<file path="src/sv/mbla_pkg.sv">
`default_nettype none
package mbla_pkg;

    localparam int unsigned POOL_CELLS = 1024;
    localparam int unsigned WORD_W     = 32;
    localparam int unsigned OFF_W      = $clog2(WORD_W);
    localparam int unsigned CELL_W     = $clog2(POOL_CELLS);
    localparam int unsigned WORDS      = POOL_CELLS / WORD_W;
    localparam int unsigned WIDX_W     = CELL_W - OFF_W;
    localparam int unsigned CNT_W      = 11;

    typedef logic [WORD_W-1:0] t_word;
    typedef logic [CNT_W-1:0]  t_cnt;
    typedef logic [OFF_W-1:0]  t_off;
    typedef logic [WIDX_W-1:0] t_widx;
    typedef logic [CELL_W-1:0] t_cell;

    typedef enum logic [1:0] {
        ST_ALLOC     = 2'd0,
        ST_NEED_MARK = 2'd1,
        ST_FULL      = 2'd2,
        ST_MARKED    = 2'd3
    } t_status;

    typedef enum logic {
        CMD_MARK  = 1'b0,
        CMD_ALLOC = 1'b1
    } t_cmd;

    // one read and one write port on the mark-bit store
    typedef struct packed {
        logic  rd_en;
        t_widx rd_addr;
        logic  wr_en;
        t_widx wr_addr;
        t_word wr_data;
    } t_mem_req;

endpackage
`default_nettype wire

</file>
<file path="src/sv/mark_bit_lazy_sweep_allocator_unit.sv">
`default_nettype none
// Mark: the word is read as the input is taken; the result is registered once the output is free.
// Alloc: the sweep reads the mark words it scans (1 to 32), one 32-bit word per cycle
// through the single read port of the mark memory, and registers the result once the output is free.
// One item at a time: the next input transfer is taken once a result is presented.
// Reset: synchronous, active low; per-row valid bits clear all marks at once,
// so no clearing pass; cell_count returns to 1024.
module mark_bit_lazy_sweep_allocator_unit (
    input  wire logic                          i_clk,
    input  wire logic                          i_rst_n,
    // input items
    input  wire logic                          i_in_valid,
    output logic                               o_in_ready,
    input  wire logic                          i_command,
    input  wire logic [mbla_pkg::CELL_W-1:0]   i_mark_id,
    // results
    output logic                               o_out_valid,
    input  wire logic                          i_out_ready,
    output logic [1:0]                         o_status,
    output logic [mbla_pkg::CELL_W-1:0]        o_cell_id,
    output logic [mbla_pkg::CNT_W-1:0]         o_marked_count,
    output logic                               o_grow_hint,
    // cell_count register
    input  wire logic                          i_cfg_valid,
    output logic                               o_cfg_ready,
    input  wire logic [mbla_pkg::CNT_W-1:0]    i_cfg_data
);

    typedef enum logic {
        S_IDLE,
        S_EVAL
    } t_state;

    // grow threshold: 1 for tiny pools, else three quarters of the cells
    function automatic mbla_pkg::t_cnt grow_level(input mbla_pkg::t_cnt n);
        grow_level = (n < mbla_pkg::t_cnt'(4)) ? mbla_pkg::t_cnt'(1) : n - (n >> 2);
    endfunction

    // ---------------------------------------------------------------
    // registers
    // ---------------------------------------------------------------
    t_state               r_state,    n_state;
    logic                 r_cmd,      n_cmd;
    mbla_pkg::t_cell      r_mark_id,  n_mark_id;
    logic                 r_in_range, n_in_range;
    logic                 r_empty,    n_empty;
    mbla_pkg::t_widx      r_widx,     n_widx;
    mbla_pkg::t_off       r_off,      n_off;
    mbla_pkg::t_cnt       r_ptr,      n_ptr;
    mbla_pkg::t_cnt       r_total,    n_total;
    logic                 r_after,    n_after;
    mbla_pkg::t_cnt       r_live,     n_live;
    mbla_pkg::t_cnt       r_thresh,   n_thresh;
    logic                 r_ovalid,   n_ovalid;
    mbla_pkg::t_status    r_status,   n_status;
    mbla_pkg::t_cell      r_cell,     n_cell;
    mbla_pkg::t_cnt       r_count,    n_count;
    logic                 r_hint,     n_hint;

    // ---------------------------------------------------------------
    // mark memory
    // ---------------------------------------------------------------
    mbla_pkg::t_mem_req   mem_req;
    mbla_pkg::t_word      rd_word;

    mbla_mark_store u_store (
        .i_clk     (i_clk),
        .i_rst_n   (i_rst_n),
        .i_req     (mem_req),
        .o_rd_data (rd_word)
    );

    // ---------------------------------------------------------------
    // word evaluation
    // ---------------------------------------------------------------
    mbla_pkg::t_cnt  base;       // first cell of the word in hand
    mbla_pkg::t_cnt  rem;        // cells left in the pool from base
    logic            lim_all;    // whole word lies inside the pool
    logic            last_word;  // no cells beyond this word
    mbla_pkg::t_word lim_mask;
    mbla_pkg::t_word low_mask;
    mbla_pkg::t_word in_mask;    // bits the sweep looks at in this word
    mbla_pkg::t_word masked;
    mbla_pkg::t_word zero_hot;   // first free cell, one-hot
    mbla_pkg::t_word pass_mask;  // marks swept over, to clear
    logic            found;
    mbla_pkg::t_off  hit_off;
    mbla_pkg::t_word bit_hot;
    logic            fresh;      // mark hits an unmarked in-range cell
    mbla_pkg::t_cnt  total_inc;
    logic            out_free;
    logic            in_xfer;

    assign base      = mbla_pkg::t_cnt'({r_widx, {mbla_pkg::OFF_W{1'b0}}});
    assign rem       = r_live - base;
    assign lim_all   = rem >= mbla_pkg::t_cnt'(mbla_pkg::WORD_W);
    assign last_word = rem <= mbla_pkg::t_cnt'(mbla_pkg::WORD_W);
    assign lim_mask  = lim_all ? '1
                     : (mbla_pkg::t_word'(1) << rem[mbla_pkg::OFF_W-1:0])
                       - mbla_pkg::t_word'(1);
    assign low_mask  = (mbla_pkg::t_word'(1) << r_off) - mbla_pkg::t_word'(1);
    assign in_mask   = lim_mask & ~low_mask;
    // cells outside the window count as marked, so the lowest zero is the hit
    assign masked    = rd_word | ~in_mask;
    assign zero_hot  = ~masked & (masked + mbla_pkg::t_word'(1));
    assign found     = |zero_hot;
    assign pass_mask = found ? (in_mask & (zero_hot - mbla_pkg::t_word'(1))) : in_mask;

    always_comb begin
        hit_off = '0;
        for (int i = 0; i < mbla_pkg::WORD_W; i++) begin
            if (zero_hot[i]) begin
                hit_off = hit_off | mbla_pkg::t_off'(i);
            end
        end
    end

    assign bit_hot   = mbla_pkg::t_word'(1) << r_mark_id[mbla_pkg::OFF_W-1:0];
    assign fresh     = r_in_range && ((rd_word & bit_hot) == '0);
    assign total_inc = (r_total == '1) ? r_total : r_total + mbla_pkg::t_cnt'(1);

    assign out_free    = !r_ovalid || i_out_ready;
    assign o_in_ready  = (r_state == S_IDLE);
    assign in_xfer     = i_in_valid && o_in_ready;
    assign o_cfg_ready = 1'b1;

    // ---------------------------------------------------------------
    // next state
    // ---------------------------------------------------------------
    always_comb begin
        n_state    = r_state;
        n_cmd      = r_cmd;
        n_mark_id  = r_mark_id;
        n_in_range = r_in_range;
        n_empty    = r_empty;
        n_widx     = r_widx;
        n_off      = r_off;
        n_ptr      = r_ptr;
        n_total    = r_total;
        n_after    = r_after;
        n_live     = r_live;
        n_thresh   = r_thresh;
        n_ovalid   = r_ovalid && !i_out_ready;
        n_status   = r_status;
        n_cell     = r_cell;
        n_count    = r_count;
        n_hint     = r_hint;

        mem_req         = '0;
        mem_req.wr_addr = r_widx;

        if (i_cfg_valid) begin
            n_live   = (i_cfg_data > mbla_pkg::t_cnt'(mbla_pkg::POOL_CELLS))
                     ? mbla_pkg::t_cnt'(mbla_pkg::POOL_CELLS) : i_cfg_data;
            n_thresh = grow_level(n_live);
        end

        unique case (r_state)
            S_IDLE: begin
                if (in_xfer) begin
                    n_cmd      = i_command;
                    n_mark_id  = i_mark_id;
                    n_in_range = mbla_pkg::t_cnt'(i_mark_id) < r_live;
                    n_empty    = r_ptr >= r_live;
                    n_widx     = (i_command == mbla_pkg::CMD_ALLOC)
                               ? r_ptr[mbla_pkg::CELL_W-1:mbla_pkg::OFF_W]
                               : i_mark_id[mbla_pkg::CELL_W-1:mbla_pkg::OFF_W];
                    n_off      = r_ptr[mbla_pkg::OFF_W-1:0];
                    n_state    = S_EVAL;
                    mem_req.rd_en   = 1'b1;
                    mem_req.rd_addr = n_widx;
                end
            end
            S_EVAL: begin
                if (r_cmd == mbla_pkg::CMD_MARK) begin
                    if (out_free) begin
                        mem_req.wr_en   = fresh;
                        mem_req.wr_data = rd_word | bit_hot;
                        n_total  = fresh ? total_inc : r_total;
                        n_status = mbla_pkg::ST_MARKED;
                        n_cell   = '0;
                        n_ovalid = 1'b1;
                        n_state  = S_IDLE;
                    end
                end else if (!r_empty && !found && !last_word) begin
                    // sweep on through the next word; no result yet
                    mem_req.wr_en   = 1'b1;
                    mem_req.wr_data = rd_word & ~pass_mask;
                    n_widx          = r_widx + mbla_pkg::t_widx'(1);
                    n_off           = '0;
                    mem_req.rd_en   = 1'b1;
                    mem_req.rd_addr = n_widx;
                end else if (out_free) begin
                    mem_req.wr_en   = !r_empty;
                    mem_req.wr_data = rd_word & ~pass_mask;
                    n_ovalid = 1'b1;
                    n_state  = S_IDLE;
                    if (!r_empty && found) begin
                        n_status = mbla_pkg::ST_ALLOC;
                        n_cell   = {r_widx, hit_off};
                        n_ptr    = mbla_pkg::t_cnt'({r_widx, hit_off}) + mbla_pkg::t_cnt'(1);
                        n_after  = 1'b0;
                    end else if (!r_after) begin
                        // sweep ran dry: ask for a mark phase
                        n_status = mbla_pkg::ST_NEED_MARK;
                        n_cell   = '0;
                        n_total  = '0;
                        n_ptr    = '0;
                        n_after  = 1'b1;
                    end else begin
                        // dry again straight after a mark phase
                        n_status = mbla_pkg::ST_FULL;
                        n_cell   = '0;
                        n_after  = 1'b0;
                    end
                end
            end
            default: begin
                n_state = S_IDLE;
            end
        endcase

        n_count = n_total;
        n_hint  = n_ovalid && !(r_ovalid && !i_out_ready) ? (n_total >= n_thresh) : r_hint;
        if (r_ovalid && !i_out_ready) begin
            n_count = r_count;
        end else if (!(r_state == S_EVAL && n_state == S_IDLE)) begin
            n_count = r_count;
        end
        if (r_state == S_EVAL && n_state == S_IDLE) begin
            n_hint = n_total >= r_thresh;
        end else begin
            n_hint = r_hint;
        end
    end

    always_ff @(posedge i_clk) begin
        if (!i_rst_n) begin
            r_state  <= S_IDLE;
            r_ptr    <= '0;
            r_total  <= '0;
            r_after  <= 1'b0;
            r_live   <= mbla_pkg::t_cnt'(mbla_pkg::POOL_CELLS);
            r_thresh <= grow_level(mbla_pkg::t_cnt'(mbla_pkg::POOL_CELLS));
            r_ovalid <= 1'b0;
        end else begin
            r_state  <= n_state;
            r_ptr    <= n_ptr;
            r_total  <= n_total;
            r_after  <= n_after;
            r_live   <= n_live;
            r_thresh <= n_thresh;
            r_ovalid <= n_ovalid;
        end
        r_cmd      <= n_cmd;
        r_mark_id  <= n_mark_id;
        r_in_range <= n_in_range;
        r_empty    <= n_empty;
        r_widx     <= n_widx;
        r_off      <= n_off;
        r_status   <= n_status;
        r_cell     <= n_cell;
        r_count    <= n_count;
        r_hint     <= n_hint;
    end

    assign o_out_valid    = r_ovalid;
    assign o_status       = r_status;
    assign o_cell_id      = r_cell;
    assign o_marked_count = r_count;
    assign o_grow_hint    = r_hint;

endmodule
`default_nettype wire

</file>
<file path="src/sv/mbla_mark_store.sv">
`default_nettype none
module mbla_mark_store (
    input  wire logic              i_clk,
    input  wire logic              i_rst_n,
    input  wire mbla_pkg::t_mem_req i_req,
    output mbla_pkg::t_word        o_rd_data
);

    mbla_pkg::t_word                r_mem [mbla_pkg::WORDS];
    logic [mbla_pkg::WORDS-1:0]     r_row_vld;
    mbla_pkg::t_word                r_q;
    logic                           r_q_vld;

    // rows never written read as all clear
    always_ff @(posedge i_clk) begin
        if (!i_rst_n) begin
            r_row_vld <= '0;
        end else if (i_req.wr_en) begin
            r_row_vld[i_req.wr_addr] <= 1'b1;
        end
    end

    always_ff @(posedge i_clk) begin
        if (i_req.wr_en) begin
            r_mem[i_req.wr_addr] <= i_req.wr_data;
        end
    end

    always_ff @(posedge i_clk) begin
        if (i_req.rd_en) begin
            r_q     <= r_mem[i_req.rd_addr];
            r_q_vld <= r_row_vld[i_req.rd_addr];
        end
    end

    assign o_rd_data = r_q_vld ? r_q : '0;

endmodule
`default_nettype wire

</file>
<file path="config.mk">
export PLATFORM = sky130hd
export DESIGN_NAME = mark_bit_lazy_sweep_allocator_unit
export DESIGN_NICKNAME = d
export VERILOG_FILES = /design/src/sv/mbla_pkg.sv /design/src/sv/mark_bit_lazy_sweep_allocator_unit.sv /design/src/sv/mbla_mark_store.sv
export SDC_FILE = /design/constraint.sdc
export NUM_CORES = 1
export LEC_CHECK = 0
export BUFFER_PORTS_ARGS = -buffer_cell sky130_fd_sc_hd__buf_2
export CAP_MARGIN = 20
export CORE_ASPECT_RATIO = 1.1
export CORE_MARGIN = 2
export CORE_UTILIZATION = 30
export DETAILED_ROUTE_END_ITERATION = 7
export MAX_ROUTING_LAYER = met4
export RECOVER_POWER = 100
export SYNTH_ARGS = -nofsm -noshare
export SYNTH_HDL_FRONTEND = slang
export SYNTH_SLANG_ARGS = --single-unit
</file>
<file path="constraint.sdc">
create_clock -name i_clk -period 11.8 [get_ports i_clk]
set_clock_uncertainty 0.05 [all_clocks]
set_input_delay 1.18 -clock i_clk [delete_from_list [all_inputs] [get_ports i_clk]]
set_output_delay 1.18 -clock i_clk [all_outputs]
set_load 0.01 [all_outputs]
</file>
# Word level (Yosys, flattened, before mapping)
# Memory sizes are Yosys's and may differ from the RTL's. A register that Yosys moved wholly into a read port is not among the register bits.
# Cells that the tools add are included.
[classes] addsub=9 mul=0 div=0 magnitude_cmp=10 n_eq_ne=11 shift=3 n_mux=242 bitwise=15 n_reduce_logical=24
[ops] operator="32-bit two-way mux" n=18
[ops] operator="11-bit two-way mux" n=50
[ops] operator="10-bit two-way mux" n=22
[ops] operator="5-bit two-way mux" n=33
[ops] operator="32-bit AND" n=5
[ops] operator="32-bit inverter" n=4
[ops] operator="32-bit OR" n=3
[ops] operator="1-bit by 5-bit left shift with 32-bit output, first input constant" n=3
[ops] operator="32-bit by 1-bit subtractor with 32-bit output, second input constant" n=3
[ops] operator="1-bit two-way mux" n=69
[ops] operator="2-bit two-way mux" n=25
[ops] operator="6-bit two-way mux" n=7
[ops] operator="32-bit by 1-bit adder with 32-bit output, second input constant" n=1
[ops] operator="32-bit zero test" n=1
[ops] operator="4-bit two-way mux" n=8
[ops] operator="32-bit OR reduction" n=1
[ops] operator="11-bit >= comparator" n=2
[ops] operator="5-bit one-hot mux with 2 select lines" n=2
[ops] operator="5-bit by 6-bit less-than comparator with 1-bit output, second input constant" n=2
[ops] operator="3-bit two-way mux" n=4
[ops] operator="6-bit one-hot mux with 2 select lines" n=1
[ops] operator="10-bit by 1-bit adder with 11-bit output, second input constant" n=1
[ops] operator="11-bit by 1-bit adder with 11-bit output, second input constant" n=1
[ops] operator="11-bit equality test, second input constant" n=1
[ops] operator="other kinds (26)" n=47
[totals] register_bits=122 latch_bits=0 ram_bits=1024 romBits=0 inputBits=27 output_inout_bits=27 elab_cells=334 n_memories=1
[mem_list] memory="u_store.r_mem" depth=32 word_bits=32 read_ports=1 rd_ports_with_merged_regs=1 wr=1 line="mbla_mark_store.sv:9" text="mbla_pkg::t_word r_mem [mbla_pkg::WORDS];"

# Logic depth before layout (Yosys ltp)
# Gate-level depths: netlist of the first run.
[depth] ltp_word=55 ltp_mapped=34 depth_no_buf=31

# By module
# From an unflattened synthesis of the first run, not the netlist that was laid out.
[unflattened] cells_unflattened=3513 area_unflattened_um2=50842.5
[modules_own_cells] mod="mbla_mark_store" instances=1 cells_per_inst=2402 area_each_um2=42285.6 seq_area_each_um2=32381.1
[modules_own_cells] mod="mark_bit_lazy_sweep_allocator_unit" instances=1 cells_per_inst=1111 area_each_um2=8557.0 seq_area_each_um2=2202.1

# Worst setup path before layout of the first run
# OpenSTA, ideal clock, no wires.
[synth_timing] path_type="reg-to-reg" from="register r_off[1]" to="register r_hint, in the netlist o_grow_hint, data pin" setup_ns=0.257 arrival_ns=6.290 required_ns=11.493 path_slack_ns=5.203 path_stages_with_launch=31 n_path_buf=2 synth_period_minus_slack_ns=6.597 cell_sequence="edfxtp_1 clkbuf_1 or4_1 or2_2 ha_1 or4_1 a21oi_1 nor2_1 and2_1 a221oi_1 nand3_2 or2_1 clkbuf_1 nor2_1 a31oi_1 or2_2 nor3b_1 o21ai_0 a21o_1 ha_1 nor2b_1 o21ai_0 nand2b_1 a21oi_1 nor2b_1 o21ai_0 nand2b_1 a21oi_1 nor2b_1 o21ai_0 nand2b_1"
[synth_via] elab_chain_cells=26 elab_cells_between_ends=30 classes_between="add/sub: 2; order compare: 1; shift: 1; mux: 15; bitwise: 6; reduce/logical: 5"
[synth_lines] item="start: declaration" line="mark_bit_lazy_sweep_allocator_unit.sv:48" text="mbla_pkg::t_off r_off, n_off;"
[synth_lines] item="start signal: assignment" line="mark_bit_lazy_sweep_allocator_unit.sv:260" text="r_off <= n_off;"
[synth_lines] item="1-bit by 5-bit left shift with 32-bit output (*)" line="mark_bit_lazy_sweep_allocator_unit.sv:101" text="assign low_mask = (mbla_pkg::t_word'(1) << r_off) - mbla_pkg::t_word'(1);"
[synth_lines] item="32-bit by 1-bit subtractor with 32-bit output (*)" line="mark_bit_lazy_sweep_allocator_unit.sv:101"
[synth_lines] item="32-bit inverter (*)" line="mark_bit_lazy_sweep_allocator_unit.sv:102" text="assign in_mask = lim_mask & ~low_mask;"
[synth_lines] item="32-bit AND (*)" line="mark_bit_lazy_sweep_allocator_unit.sv:102"
[synth_lines] item="32-bit inverter (*)" line="mark_bit_lazy_sweep_allocator_unit.sv:104" text="assign masked = rd_word | ~in_mask;"
[synth_lines] item="32-bit OR (*)" line="mark_bit_lazy_sweep_allocator_unit.sv:104"
[synth_lines] item="32-bit by 1-bit adder with 32-bit output or 32-bit inverter (tied branches)" line="mark_bit_lazy_sweep_allocator_unit.sv:105" text="assign zero_hot = ~masked & (masked + mbla_pkg::t_word'(1));"
[synth_lines] item="32-bit AND (*)" line="mark_bit_lazy_sweep_allocator_unit.sv:105"
[synth_lines] item="[10 not listed]"
[synth_lines] item="11-bit two-way mux" line="mark_bit_lazy_sweep_allocator_unit.sv:158" text="unique case (r_state)"
[synth_lines] item="11-bit two-way mux (*)" line="mark_bit_lazy_sweep_allocator_unit.sv:185" text="end else if (!r_empty && !found && !last_word) begin"
[synth_lines] item="11-bit two-way mux (*)" line="mark_bit_lazy_sweep_allocator_unit.sv:175" text="if (r_cmd == mbla_pkg::CMD_MARK) begin"
[synth_lines] item="11-bit two-way mux (*)" line="mark_bit_lazy_sweep_allocator_unit.sv:158"
[synth_lines] item="11-bit two-way mux (*)" line="mark_bit_lazy_sweep_allocator_unit.sv:175"
[synth_lines] item="11-bit two-way mux (*) (2 in a row)" line="mark_bit_lazy_sweep_allocator_unit.sv:158"
[synth_lines] item="net n_total[3]" line="mark_bit_lazy_sweep_allocator_unit.sv:50" text="mbla_pkg::t_cnt r_total, n_total;"
[synth_lines] item="11-bit >= comparator (*)" line="mark_bit_lazy_sweep_allocator_unit.sv:231" text="n_hint = n_total >= r_thresh;"
[synth_lines] item="end signal: assignment" line="mark_bit_lazy_sweep_allocator_unit.sv:264" text="r_hint <= n_hint;"
[synth_lines] item="end: declaration" line="mark_bit_lazy_sweep_allocator_unit.sv:58" text="logic r_hint, n_hint;"
# The timed path passes the listed nets; every way through them passes the cells marked *. The select of a mux whose other input is x is not followed.
# A chain may end at the register's enable or synchronous reset.

# Final worst setup path of the first run
[layout_timing] from="register r_off[1]" to="register u_store.r_q[10] (read register of u_store.r_mem), data pin"
[layout_via] elab_chain_cells=18 elab_cells_between_ends=19 classes_between="add/sub: 2; shift: 1; mux: 6; bitwise: 6; reduce/logical: 4"
[layout_lines] item="1-bit by 5-bit left shift with 32-bit output (*)" line="mark_bit_lazy_sweep_allocator_unit.sv:101"
[layout_lines] item="32-bit by 1-bit subtractor with 32-bit output (*)" line="mark_bit_lazy_sweep_allocator_unit.sv:101"
[layout_lines] item="32-bit inverter (*)" line="mark_bit_lazy_sweep_allocator_unit.sv:102"
[layout_lines] item="32-bit AND (*)" line="mark_bit_lazy_sweep_allocator_unit.sv:102"
[layout_lines] item="32-bit inverter (*)" line="mark_bit_lazy_sweep_allocator_unit.sv:104"
[layout_lines] item="32-bit OR (*)" line="mark_bit_lazy_sweep_allocator_unit.sv:104"
[layout_lines] item="32-bit by 1-bit adder with 32-bit output or 32-bit inverter (tied branches)" line="mark_bit_lazy_sweep_allocator_unit.sv:105"
[layout_lines] item="32-bit AND (*)" line="mark_bit_lazy_sweep_allocator_unit.sv:105"
[layout_lines] item="32-bit OR reduction (*)" line="mark_bit_lazy_sweep_allocator_unit.sv:106" text="assign found = |zero_hot;"
[layout_lines] item="1-bit zero test (*)" line="mark_bit_lazy_sweep_allocator_unit.sv:185"
[layout_lines] item="1-bit logical AND (*) (2 in a row)" line="mark_bit_lazy_sweep_allocator_unit.sv:185"
[layout_lines] item="6-bit two-way mux (*)" line="mark_bit_lazy_sweep_allocator_unit.sv:185"
[layout_lines] item="6-bit two-way mux (*)" line="mark_bit_lazy_sweep_allocator_unit.sv:175"
[layout_lines] item="6-bit two-way mux (*)" line="mark_bit_lazy_sweep_allocator_unit.sv:158"
[layout_lines] item="6-bit two-way mux (*)" line="mark_bit_lazy_sweep_allocator_unit.sv:175"
[layout_lines] item="6-bit two-way mux (*)" line="mark_bit_lazy_sweep_allocator_unit.sv:158"
[layout_lines] item="6-bit one-hot mux with 2 select lines (*)" line="mark_bit_lazy_sweep_allocator_unit.sv:158"
[layout_lines] item="end: declaration" line="mbla_mark_store.sv:11" text="mbla_pkg::t_word r_q;"
# Mark *: on every way between the ends. The rest lies on a longest branch, timed or not. The select of a mux whose other input is x is not followed.

==> results of run 1 <==
## placed cells by master (no fill, tap or decap), types with 40 or more instances in the layout
| master | n |
|---|---|
| o21ai_0 | 76 |
| nand2_1 | 910 |
| inv_1 | 52 |
| a32oi_1 | 266 |
| a21oi_1 | 364 |
| nand3_1 | 43 |
| nor4_1 | 42 |
| nor3_1 | 43 |
| o22ai_1 | 145 |
| clkbuf_1 | 133 |
| clkbuf_16 | 117 |
| dfxtp_1 | 79 |
| o21a_1 | 40 |
| nor2_1 | 89 |
| ha_1 | 52 |
| edfxtp_1 | 1099 |
## state kept, by name (all words and copies together), names as in the netlist
signal             cells
o_marked_count        11
o_status               2
r_off                  5
r_total               11
r_after                1
o_out_valid            1
o_cell_id             10
r_thresh              11
u_store.r_row_vld     32
u_store.r_mem       1024
r_widx                 5
r_live                11
r_cmd                  1
o_grow_hint            1
r_empty                1
r_in_range             1
r_ptr                 11
r_state                1
u_store.r_q_vld        1
u_store.r_q           32
r_mark_id              5
## power by group
part	switching, W	total, W	internal [W]
sequential	0.0000563	0.00467	0.00461
combinational	0.000493	0.000699	0.000206
clock	0.00161	0.00357	0.00196
## worst max-delay path, stage by stage, from the launching register on
cell,delay (ns)
edfxtp_1,0.74
or4_1,0.70
or2_2,0.31
ha_1,0.41
or4_1,0.61
a21oi_1,0.16
nor2_1,0.07
and2_0,0.19
a221oi_1,0.36
nand3_1,0.29
or2_0,0.52
or4_1,0.61
nand3b_1,0.61
o21ai_4,0.32
clkbuf_2,1.03
nand2b_1,0.89
clkbuf_1,1.11
o22ai_1,0.38
nor4_1,0.42
## logic make-up (layout without fill, tap and decap cells)
| kind of cell | after synthesis | after routing | synth area share |
|---|---|---|---|
| buffers and inverters | 334 | 430 | 0.0287 |
| xor gates and xnor gates | 21 | 21 | 0.00365 |
| muxes | 23 | 23 | 0.00470 |
| DFF | 1178 | 1178 | 0.687 |
| other | 1 | 3 | 0.0000745 |
| AOI/OAI and AO/OA | 1064 | 1064 | 0.142 |
| adders and majority gates | 54 | 54 | 0.0137 |
| and+or+nand+nor | 1366 | 1366 | 0.120 |
## cell type report
class,count,area (sq um)
fillers,16500,110000
clock buffers,150,3080
repair buffers,159,862
flip-flops and latches,1178,34600
diodes,2,5.00
multi-input cells,2529,14400
clock inverters,67,561
well taps,2226,2790
inverters,54,203
## layer usage
layer	wire length (um)	GRT usage
met5	0	-
met4	6010	0.0696
met3	11800	0.0251
met2	74000	0.291
met1	67200	0.245
## worst max-delay path by stage
| stage | from | end | slack [ns] | depth (start not counted) |
|---|---|---|---|---|
| after global routing | r_off[1]$_SDFFCE_PP0P_ | u_store.r_q[16]$_DFFE_PP_ | 1.38 | 18 |
| final | r_off[1]$_SDFFCE_PP0P_ | u_store.r_q[10]$_DFFE_PP_ | 1.72 | 18 |
| after global placement | r_off[4]$_SDFFCE_PP0P_ | o_grow_hint$_DFFE_PP_ | 3.46 | 28 |
| after detailed placement | r_off[4]$_SDFFCE_PP0P_ | o_grow_hint$_DFFE_PP_ | 3.43 | 28 |
| after floorplan | r_off[1]$_SDFFCE_PP0P_ | o_grow_hint$_DFFE_PP_ | 5.20 | 30 |
| after CTS | r_off[4]$_SDFFCE_PP0P_ | o_grow_hint$_DFFE_PP_ | 3.40 | 28 |
## through the flow
| step | area [sq um] | hold WS (ns) | std cells |
|---|---|---|---|
| 2_1_floorplan | 50300 | 0.385 | 4041 |
| 3_3_place_gp | 53200 | 0.396 | 6134 |
| 3_5_place_dp | 53300 | 0.403 | 6141 |
| 4_1_cts | 57000 | 0.416 | 6358 |
| 5_1_grt | 56500 | 0.430 | 6364 |
| 6_report | 56500 | 0.417 | 6365 |
==> results.yml, run 1 <==
synthesis:
  syn_inst: 4041
  ys_ff_latch: 1178
  avgSynthCellArea_sq_um: 12.5
  yosys_warnings: 0
  synthTopCellsByArea: "edfxtp_1, nand2_1, a32oi_1, a21oi_1, dfxtp_1"
  synth_enable_flop_cells: 1099
  ys_async_sr_fraction: 0
  syn_area_sq_mm: 0.0503
  syn_nets: 4122
  seq_area_frac_synth: 0.687
  synth_area_leader_cell: "edfxtp_1"
  synth_top_area_share: 0.656
  synthFlopType: "edfxtp_1"
  synth.distinct_cells: 91
  synth.top_cells.by_count: "edfxtp_1, nand2_1, a21oi_1, a32oi_1, o22ai_1"
  yosys.cell_count.top_type: "edfxtp_1"
global_route:
  grt_pass1_vias: 32400
  grt_antenna_before_repair: 1
  track_usage: 0.185
  grt_first_pass_wirelength_um: 228000
  grt_overflow_total: 0
  grt_max_degree: 189
sta:
  maxClockFrequency_ghz: 0.0992
  tightest_slew_ns: 4.07
  report.final.hold_viol_count: 0
  final.setup.tns_ns: 0
  final_max_slew_viol_count: 1423
  final.period_utilization: 0.854
  fin_crit_ns: 10.08
  final-setup-viol-count: 0
  grt_setup_unrepaired: "false"
  slew_headroom: -1.71
  layout_setup_ws_ns: 1.72
floorplanning:
  site_row_count: 157
  initial_standard_cell_utilization_of_the_core: 0.302
  ios: 54
  coreArea_sq_mm: 0.167
  die_width_um: 395
  fp.dieH_um: 434
  die_area_sq_mm: 0.171
place:
  dpl_worst_slack_ns: 3.43
  place.detailed.hpwl_um: 91300
  gpl.final_weighted_congestion: 0.951
  port_buffers: 52
routing:
  route.detailed.wl_per_inst_um: 25.0
  post_drt_via_cell_ratio: 5.47
  drt_iter0_markers: 3914
  drtPass1Iterations: 6
  detail_route.drc_violations: 0
  detail_route.wirelength_um: 159000
  postRouteAntennaNets: 0
  dr_total_vias: 34800
worst_hold_path:
  worst_hold_path_type: "flop to flop"
  whs_path_depth: 1
  hold_start: "u_store.r_row_vld[21]$_SDFFE_PN0P_"
  hold_end: "u_store.r_row_vld[21]$_SDFFE_PN0P_"
flow_run:
  drv_cap: 46
setup_path:
  crit-reg2reg-launch: "r_off[1]$_SDFFCE_PP0P_"
  reg2reg_depth: 18
  critPathKind: "flop to flop"
  required_time_at_the_worst_slack_endpoint_ns: 12.27
  rr_endpoint: "u_store.r_q[10]$_DFFE_PP_"
  critPathCaptureType: "flop"
  reg2reg_slack_ns: 1.72
  cp-start-kind: "flop"
  timing.critical_path.arrival_ns: 10.55
  path_max_fanout: 48
cts:
  clockRootBuffer: "clkbuf_16"
  tritoncts: "done"
  cts_max_path_buffers: 3
  clock-sinks: 1178
  cts_buffers: 115
  cts_setup_buffers: 0
  cts-resized-gates: 0
  h_tree_depth: 3
  clock_transition_at_the_registers_of_the_reported_paths_ns: 0.06
  insertion_delay_ns: 0.74
  post_cts_hold_buffer_count: 0
power:
  cellPowerDensity_mw_per_mm2: 158
  cellLeakagePower_nw: 18.0
  ir_worst_vdd_uv: 136
  totalPowerFinal_w: 0.00893
finish:
  post-route-util: 0.339
  finalNetCount: 4118
  post_route_cells_drive_above_1_share: 0.0672
  layout-area-overhead-vs-synth_pct: 12.2
status:
  violations: "capacitance limit, slew limit"
  status: "finished, violations left"
No activity file was read; power rests on OpenSTA's default activity.
==> inputs of run 2 (changes only) <==
Settings changed: BUFFER_PORTS_ARGS -buffer_cell sky130_fd_sc_hd__buf_2 to default, CTS_BUF_LIST from default to sky130_fd_sc_hd__clkbuf_4, DONT_BUFFER_PORTS from default to 1.
==> results.yml, run 2 (same netlist as run 1, synthesis figures left out) <==
status:
  status: "finished, violations left"
  violations: "capacitance limit, slew limit"
routing:
  postRouteAntennaNets: 0
  drt_iter0_markers: 3771
  drtPass1Iterations: 7
  detail_route.wirelength.met1_um: 67300
  post_drt_via_cell_ratio: 5.34
  wl_met2_um: 76200
  dr.max_layer_used: "met4"
  route.detailed.wl_per_inst_um: 24.1
  detailroute.wirelength.met3_um: 10700
  detail_route.drc_violations: 0
  dr_total_vias: 35400
  detail_route.wirelength_um: 159000
power:
  seq_power_share: 0.527
  clock_power_share: 0.394
  power.switching_fraction: 0.245
  cellInternalPower_w: 0.00669
  totalPowerFinal_w: 0.00886
  ir_worst_vdd_uv: 87.1
  net-switching-power_w: 0.00217
  cellLeakagePower_nw: 18.6
  cellPowerDensity_mw_per_mm2: 156
  power_frac_comb: 0.079
floorplanning:
  site_row_count: 157
  die_area_sq_mm: 0.171
  initial_standard_cell_utilization_of_the_core: 0.302
  die_width_um: 395
  fp.dieH_um: 434
  ios: 54
  coreArea_sq_mm: 0.167
finish:
  finish.instance_area_sq_mm: 0.0567
  finalNetCount: 4278
  final_common_cell: "edfxtp_1"
  largest_register_ff_count: 1024
  layout-area-overhead-vs-synth_pct: 12.6
  post_route_cells_drive_above_1_share: 0.138
  largest-register: "u_store.r_mem"
  layout_common_cells: "edfxtp_1, nand2_1, clkbuf_4"
  reg.largest.list: "u_store.r_mem x1024, u_store.r_q x32, u_store.r_row_vld x32"
  num-fill-cells: 16600
cts:
  cts_setup_buffers: 0
  h_tree_depth: 5
  clockRootBuffer: "clkbuf_4"
  clock_transition_at_the_registers_of_the_reported_paths_ns: 0.07
  insertion_delay_ns: 1.26
  cts_max_path_buffers: 4
  cts-resized-gates: 0
  tritoncts: "done"
  post_cts_hold_buffer_count: 12
  clock-sinks: 1178
  cts_buffers: 314
flow_run:
  drv_cap: 18
place:
  dpl_worst_slack_ns: 3.57
  placed_cell_area_sq_mm: 0.0531
  place.detailed.hpwl_um: 92300
  gpl.final_weighted_congestion: 0.954
  port_buffers: 0
worst_hold_path:
  hold_start: "i_cfg_valid"
  worst_hold_path_type: "primary input to flop"
  whs_path_depth: 2
  hold_end: "r_live[6]$_SDFFE_PN0P_"
sta:
  final.setup.tns_ns: 0
  final.hold.worst_slack_ns: 0.155
  report.final.hold_viol_count: 0
  fin_crit_ns: 9.91
  final.period_utilization: 0.840
  final_max_slew_viol_count: 540
  final-setup-viol-count: 0
  maxClockFrequency_ghz: 0.101
  tightest_slew_ns: 2.88
  layout_setup_ws_ns: 1.89
  grt_setup_unrepaired: "false"
  slew_headroom: -0.923
global_route:
  grt_antenna_before_repair: 3
  track_usage: 0.187
  grt_first_pass_wirelength_um: 229000
  grt_pass1_vias: 34000
  grt_overflow_total: 0
  grt_max_degree: 165
setup_path:
  crit-reg2reg-launch: "r_off[1]$_SDFFCE_PP0P_"
  critPathKind: "flop to flop"
  rr_endpoint: "u_store.r_mem[22][21]$_DFFE_PP_"
  reg2reg_depth: 17
  reg2reg_slack_ns: 1.89
  timing.critical_path.arrival_ns: 10.66
  path_max_fanout: 32
  critPathCaptureType: "flop"
  cp-start-kind: "flop"
  required_time_at_the_worst_slack_endpoint_ns: 12.55
[run 2: cell types whose count changed in the layout (fill, tap and decap cells not counted), moves of 11 or more]
cell / delta
clkbuf_4: +443
clkbuf_16: -116
clkbuf_1: -95
buf_2: -20
clkinv_1: +20
buf_4: +17
clkbuf_2: +14
clkinv_2: -12
dlygate4sd3_1: +11
[run 2: area by class of cell]
cell class                      count  area (sq um)  share of cell area
Clock inverter                     72           462             0.00815
Sequential cell                  1178         34600               0.610
Clock buffer                      443          3330              0.0587
Antenna cell                        3          7.51            0.000132
Multi-Input combinational cell   2529         14400               0.254
Tap cell                         2226          2790              0.0491
Timing Repair Buffer              120           911              0.0161
Inverter                           54           203             0.00358
[run 2: how the worst max path moves through the flow]
stage | startpoint | endpoint | slack [ns] | depth (start not counted)
after CTS | r_off[1]$_SDFFCE_PP0P_ | o_grow_hint$_DFFE_PP_ | 3.51 | 28
final | r_off[1]$_SDFFCE_PP0P_ | u_store.r_mem[22][21]$_DFFE_PP_ | 1.89 | 17
after global routing | r_off[2]$_SDFFCE_PP0P_ | u_store.r_mem[22][19]$_DFFE_PP_ | 1.41 | 17
after detailed placement | r_off[1]$_SDFFCE_PP0P_ | o_grow_hint$_DFFE_PP_ | 3.57 | 28
after global placement | r_off[1]$_SDFFCE_PP0P_ | o_grow_hint$_DFFE_PP_ | 3.39 | 28
after floorplan | r_off[1]$_SDFFCE_PP0P_ | o_grow_hint$_DFFE_PP_ | 5.20 | 30
[run 2: power by group through the flow]
stage,combinational [W],sequential [W],clock (W)
2_1_floorplan,0.000470,0.00471,0
3_5_place_dp,0.000686,0.00475,0
6_report,0.000701,0.00467,0.00349
4_1_cts,0.000700,0.00466,0.00358
3_3_place_gp,0.000687,0.00475,0
5_1_grt,0.000760,0.00467,0.00378
[run 2: stage by stage]
step | utilization | std cells
after floorplan | - | 4041
after global placement | 0.318 | 6083
after detailed placement | 0.318 | 6087
after CTS | 0.342 | 6614
after global routing | 0.340 | 6625
final | 0.340 | 6625
[run 2: worst max-delay path: stages (launching register included)]
cell	delay, ns
edfxtp_1	0.75
or4_1	0.71
or2_2	0.31
ha_1	0.40
or4_1	0.62
a21oi_1	0.17
nor2_1	0.08
and2_0	0.19
a221oi_1	0.40
nand3_1	0.30
or2_0	0.56
nor2_1	0.36
nand4_1	0.34
a31oi_2	0.29
clkbuf_1	1.34
a21o_1	0.79
and3_1	0.67
clkbuf_2	1.06
[run 2: per-layer routing]
metal | global-route usage | up-vias
met3 | 0.0333 | 296
met5 | - | -
li1 | - | 15900
met1 | 0.235 | 17700
met4 | 0.0768 | 0
met2 | 0.298 | 1542
